`src/sv/assert_macros.svh`:
```
`ifndef ASSERT_MACROS_SVH
`define ASSERT_MACROS_SVH

// same-cycle implication, checked on every clock edge outside reset
`define ASSERT_NOW(label, ante, cons) \
    label: assert property (@(posedge i_clk) disable iff (!i_rst_n) (ante) |-> (cons)) \
        else $error("same-cycle check failed");

// next-cycle implication, checked on every clock edge outside reset
`define ASSERT_NEXT(label, ante, cons) \
    label: assert property (@(posedge i_clk) disable iff (!i_rst_n) (ante) |=> (cons)) \
        else $error("next-cycle check failed");

`endif

```
`src/sv/sscp_pkg.sv`:
```
package sscp_pkg;

    // shadow stack geometry
    localparam int STACK_DEPTH = 1024;
    localparam int ADDR_W      = $clog2(STACK_DEPTH);
    localparam int COUNT_W     = $clog2(STACK_DEPTH + 1);

    // field widths
    localparam int COST_W   = 64;
    localparam int DEPTH_W  = 10;
    localparam int STATUS_W = 2;
    localparam int SCALE_W  = 32;
    localparam int GAP_W    = 32;

    localparam logic [SCALE_W-1:0] GAP_SCALE_RST = 32'd4519886;

    // park-miller generator
    localparam int                 RAND_W = 31;
    localparam logic [14:0]        PM_A   = 15'd16807;
    localparam logic [RAND_W-1:0]  PM_M   = 31'h7FFF_FFFF;

    // shared multiplier operand widths
    localparam int MUL_A_W = 32;
    localparam int MUL_B_W = 21;
    localparam int PROD_W  = MUL_A_W + MUL_B_W;

    // log2 in q16, 31.0 minus log2 fits in MUL_B_W bits
    localparam int                  LOG_K_W = 5;
    localparam logic [MUL_B_W-1:0]  LOG_TOP = 21'(31 << 16);

    typedef enum logic [STATUS_W-1:0] {
        STAT_SAMPLE = 2'd0,
        STAT_EMPTY  = 2'd1,
        STAT_FULL   = 2'd2
    } t_status;

    typedef enum logic {
        MODE_CALL = 1'b0,
        MODE_RET  = 1'b1
    } t_mode;

    typedef struct packed {
        logic               en;
        logic [MUL_A_W-1:0] a;
        logic [MUL_B_W-1:0] b;
    } t_mul_req;

    typedef struct packed {
        logic              wr_en;
        logic              rd_en;
        logic [ADDR_W-1:0] addr;
        logic [COST_W-1:0] wdata;
    } t_stk_req;

endpackage

```
`src/sv/sscp_mul.sv`:
```
module sscp_mul (
    input  logic                         i_clk,
    input  sscp_pkg::t_mul_req           i_req,
    output logic [sscp_pkg::PROD_W-1:0]  o_prod
);
    import sscp_pkg::*;

    logic [PROD_W-1:0] r_prod;

    // registered product, shared by the generator step and the gap scaling
    always_ff @(posedge i_clk) begin
        if (i_req.en) begin
            r_prod <= PROD_W'(i_req.a) * PROD_W'(i_req.b);
        end
    end

    assign o_prod = r_prod;

endmodule

```
`config.mk`:
```
export PLATFORM = sky130hd
export DESIGN_NAME = sscp_mul
export DESIGN_NICKNAME = d
export VERILOG_FILES = /design/src/sv/assert_macros.svh /design/src/sv/sscp_pkg.sv /design/src/sv/sscp_mul.sv
export SDC_FILE = /design/constraint.sdc
export NUM_CORES = 2
export LEC_CHECK = 0
export BUFFER_PORTS_ARGS = -buffer_cell sky130_fd_sc_hd__buf_2
export CAP_MARGIN = 20
export CORE_MARGIN = 5
export CORE_UTILIZATION = 45
export DETAILED_ROUTE_END_ITERATION = 8
export PLACE_DENSITY = 0.65
export RECOVER_POWER = 25
export SLEW_MARGIN = 20
export SYNTH_ARGS = -nofsm -noshare
export SYNTH_HDL_FRONTEND = slang
export SYNTH_SLANG_ARGS = --single-unit
export TNS_END_PERCENT = 10
```
`constraint.sdc`:
```
create_clock -name i_clk -period 8.4 [get_ports i_clk]
set_input_delay 1.68 -clock i_clk [delete_from_list [all_inputs] [get_ports i_clk]]
set_output_delay 1.68 -clock i_clk [all_outputs]
set_load 0.005 [all_outputs]
```
* Word level (Yosys, flattened, before mapping) *
Index checks and enable logic that the tools add are counted.

cells by class
  multipliers = 1

operators by type and width
  kind              number
  $mul A32 B21 Y53  1

storage, ports and cells
  logic and storage cells = 2
  output and inout bits = 53
  register bits = 53

* Longest topological paths before layout *
  depth in word-level cells = 1
  gate-level depth with buffers = 26
  gate-level depth less buffers = 24

* Least setup slack after synthesis *
Ideal clock, no wire load.

  kind = input to register
  start point = input i_req[48] (netlist name)
  end point = register r_prod[52], in the netlist o_prod[52], data pin
  buffers on the path = 2
  data arrival time = 7537 ps
  stages on the path = 22
  path slack = 603 ps
  setup time = 261 ps
  cell sequence = clkbuf_1 -> nand2_1 -> fa_1 -> inv_1 -> fa_1 -> inv_1 -> fa_1 -> inv_1 -> fa_1 -> fa_1 -> fa_1 -> inv_1 -> fa_1 -> inv_1 -> ha_1 -> clkbuf_1 -> nand4_1 -> nor4_1 -> inv_1 -> o31a_1 -> o2bb2ai_1 -> o32a_1

on the way
  word-level cells in the longest chain between the ends = 1

ends and longest elaborated chain
  element                 line            text
  start: declaration      sscp_mul.sv:3   input sscp_pkg::t_mul_req i_req,
  $mul A32 B21 Y53        sscp_mul.sv:13  r_prod <= PROD_W'(i_req.a) * PROD_W'(i_req.b);
  end signal: assignment  sscp_mul.sv:13
  end: declaration        sscp_mul.sv:8   logic [PROD_W-1:0] r_prod;

Every way passes these cells.
A chain may end at the register's enable or synchronous reset.

* Worst setup path after layout *
  start point = input i_req[10] (netlist name)
  end point = register r_prod[52], in the netlist o_prod[52], data pin

The elaborated chain is that of the path after synthesis.

==> results.txt <==
status - finished, violations left
most frequent CP cell - fa_1
Finished Cell Area - 25200 µm²
Hold WC Path Type - input port to flop
CTS Hold Bufs - 0
Hold Path End - o_prod[0]$_DFFE_PP_
fin crit share - 96.6%
Post-synth EDFFs - 53
# resized after CTS - 0
Die Y - 239 µm
startpoint types - input port
Ys Warns - 0
# IOs - 108
Layout fillers - 4957
drt initial violations - 771
Layout Nets - 3395
Data arrival, critical path - 8.18 ns
CP peak stage delay - 0.53 ns
Core ar. - 52200 µm²
count of different cell masters after synthesis - 63
crit-path max FO - 21
Final WS setup - 0.283 ns
number of synthesized register bits - 53
total track usage - 21.3%
largest net degree at the start of global routing - 54
Mapped Cells - 2568
Routed wire per std cell - 17.8 µm
clock transition at the registers of the reported paths - 0.08 ns
Slowest-stage cell, CP - fa_1
detailed-route DRC error count - 0
Slew HR - -97.4%
Area Overhead vs Synth - 6.62%
critical setup path kind - input port to flop
Post-synth top flop - edfxtp_1
final hold violations - 0
post-CTS setup buffer count - 0
Initial Util - 45.2%
Slew Limit Fails - 54
Root Buffer - clkbuf_16
Post-DP Area - 25000 µm²
count of final setup violators - 0
post-synthesis sequential area ratio - 6.74%
global-route wire length before repair - 98.2 mm
worst path bufs/invs - 8
FFs w/ async S/R, synth - 0%
cells along the critical path - buf_2 > buf_4 > nand2_1 > fa_1 > inv_1 > fa_1 > inv_1 > fa_1 > inv_1 > fa_1 > fa_1 > fa_1 > inv_1 > fa_1 > inv_1 > ha_1 > nand4_1 > nor4_1 > inv_1 > o31a_1 > o2bb2ai_1 > o32a_1
Peak Freq - 123 MHz
Synth Net Count - 3353
Avg Inst Size Synth - 9.19 µm²
clock sink count - 53
HPWL after detailed placement - 51.7 mm
dpl ws - -0.146 ns
clock buffer depth - 2
Port-buffer cells - 107
max-cap viol count - 1
grt total ovfl - 0
FP Rows - 84
Tmin final - 8.12 ns
post-DR vias/cell - 5.15
layout cell share with drive strength beyond 1 - 7.81%
routed via count - 17000
H-tree level count - 2
gpl congestion - 0.909
TritonRoute pass-1 iters - 5
Critical Path End Type - flop
setup_tns - 0 ns
failing checks - max-capacitance violations, max-slew violations
CP top delay family - adder cells
Die W - 239 µm
Req. time, crit path - 8.46 ns
RSZ-0062 raised after global routing - no
total CTS buffers - 5
Worst-Margin Slew - 2.96 ns
commonest non-fill, non-tap cell in the layout - inv_1
initial antenna violation count - 1
CTS tree - done
Min-Delay Path Depth - 3
vias in the first global route - 19100
post-route ant nets - 0
most frequent cells in the layout - 628 x inv_1, 567 x fa_1, 381 x and2_1, 325 x nand2_1, 163 x ha_1
die area - 57100 µm²
Largest register FFs - 53
Post-Route WL - 58.9 mm
mapped cell area - 23600 µm²
hold path start - i_req[21]
[worst max path at each step]
| stage | end | from | cells after the start | slack, ns |
|---|---|---|---|---|
| 5_1_grt | o_prod[49]$_DFFE_PP_ | i_req[10] | 24 | 0.02 |
| 3_3_place_gp | o_prod[50]$_DFFE_PP_ | i_req[8] | 21 | -0.12 |
| 6_report | o_prod[52]$_DFFE_PP_ | i_req[10] | 22 | 0.28 |
| 2_1_floorplan | o_prod[52]$_DFFE_PP_ | i_req[48] | 22 | 0.60 |
| 4_1_cts | o_prod[47]$_DFFE_PP_ | i_req[6] | 22 | 0.16 |
| 3_5_place_dp | o_prod[47]$_DFFE_PP_ | i_req[6] | 22 | -0.15 |
[per-stage QoR]
step / util, % / cells / hold WS (ns)
floorplan: - / 2568 / 1.79
global placement: 47.8 / 3291 / 2.07
detailed placement: 47.8 / 3291 / 2.08
CTS: 48.1 / 3299 / 2.02
global route: 48.2 / 3299 / 2.03
finish: 48.2 / 3300 / 2.02
[layer usage]
metal / vias up / share of wire (%) / GRT usage (%)
met1: 8944 / 38 / 26.1
met5: - / 0.024 / 0
met4: 2 / 2.7 / 5.46
li1: 7575 / - / -
met2: 385 / 55 / 40.4
met3: 103 / 3.6 / 2.07
[final cells by class]
class                   instances  area (µm²)  area share (%)
flip-flops and latches         53        1590            6.33
repair buffers                175        1070            4.25
inverters                     628        2360            9.37
well taps                     688         861            3.42
clock buffers                   6         129           0.512
diodes                          1        2.50         0.00995
clock inverters                 2        15.0          0.0597
multi-input cells            1747       19100            76.1
[cells in the mapped netlist, types with 7 or more instances]
cell | number | share of area (%)
a21o_1 | 32 | 1.0
a21oi_1 | 45 | 0.95
nand3_1 | 12 | 0.25
nor3_1 | 9 | 0.19
o21ai_0 | 26 | 0.55
a31oi_1 | 7 | 0.19
and3_1 | 8 | 0.21
xor2_1 | 20 | 0.74
edfxtp_1 | 53 | 6.7
inv_1 | 628 | 10
clkbuf_1 | 135 | 2.1
xnor2_1 | 27 | 1.0
fa_1 | 567 | 48
nand2_1 | 325 | 5.2
nor2_1 | 31 | 0.49
ha_1 | 163 | 8.6
and2_1 | 381 | 10
[tightest hold or removal path, cell delays in order]
cell	delay [ns]
buf_2	0.19
buf_4	0.21
and2_1	0.13
[logic make-up (layout without fill, tap and decap cells)]
group	count (synthesis)	count (layout)	share of synthesized area, %
adder cells (fa/ha/maj)	730	730	56.7
XOR/XNOR	47	47	1.74
flip-flops	53	53	6.74
AO/OA/AOI/OAI	176	176	5.12
other	0	1	0
buffers and inverters	768	811	12.3
AND/OR/NAND/NOR	794	794	17.4
Power is left out: the tool's default activity adds up to more than one toggle a clock period on the data nets, which glitch-free logic cannot reach.
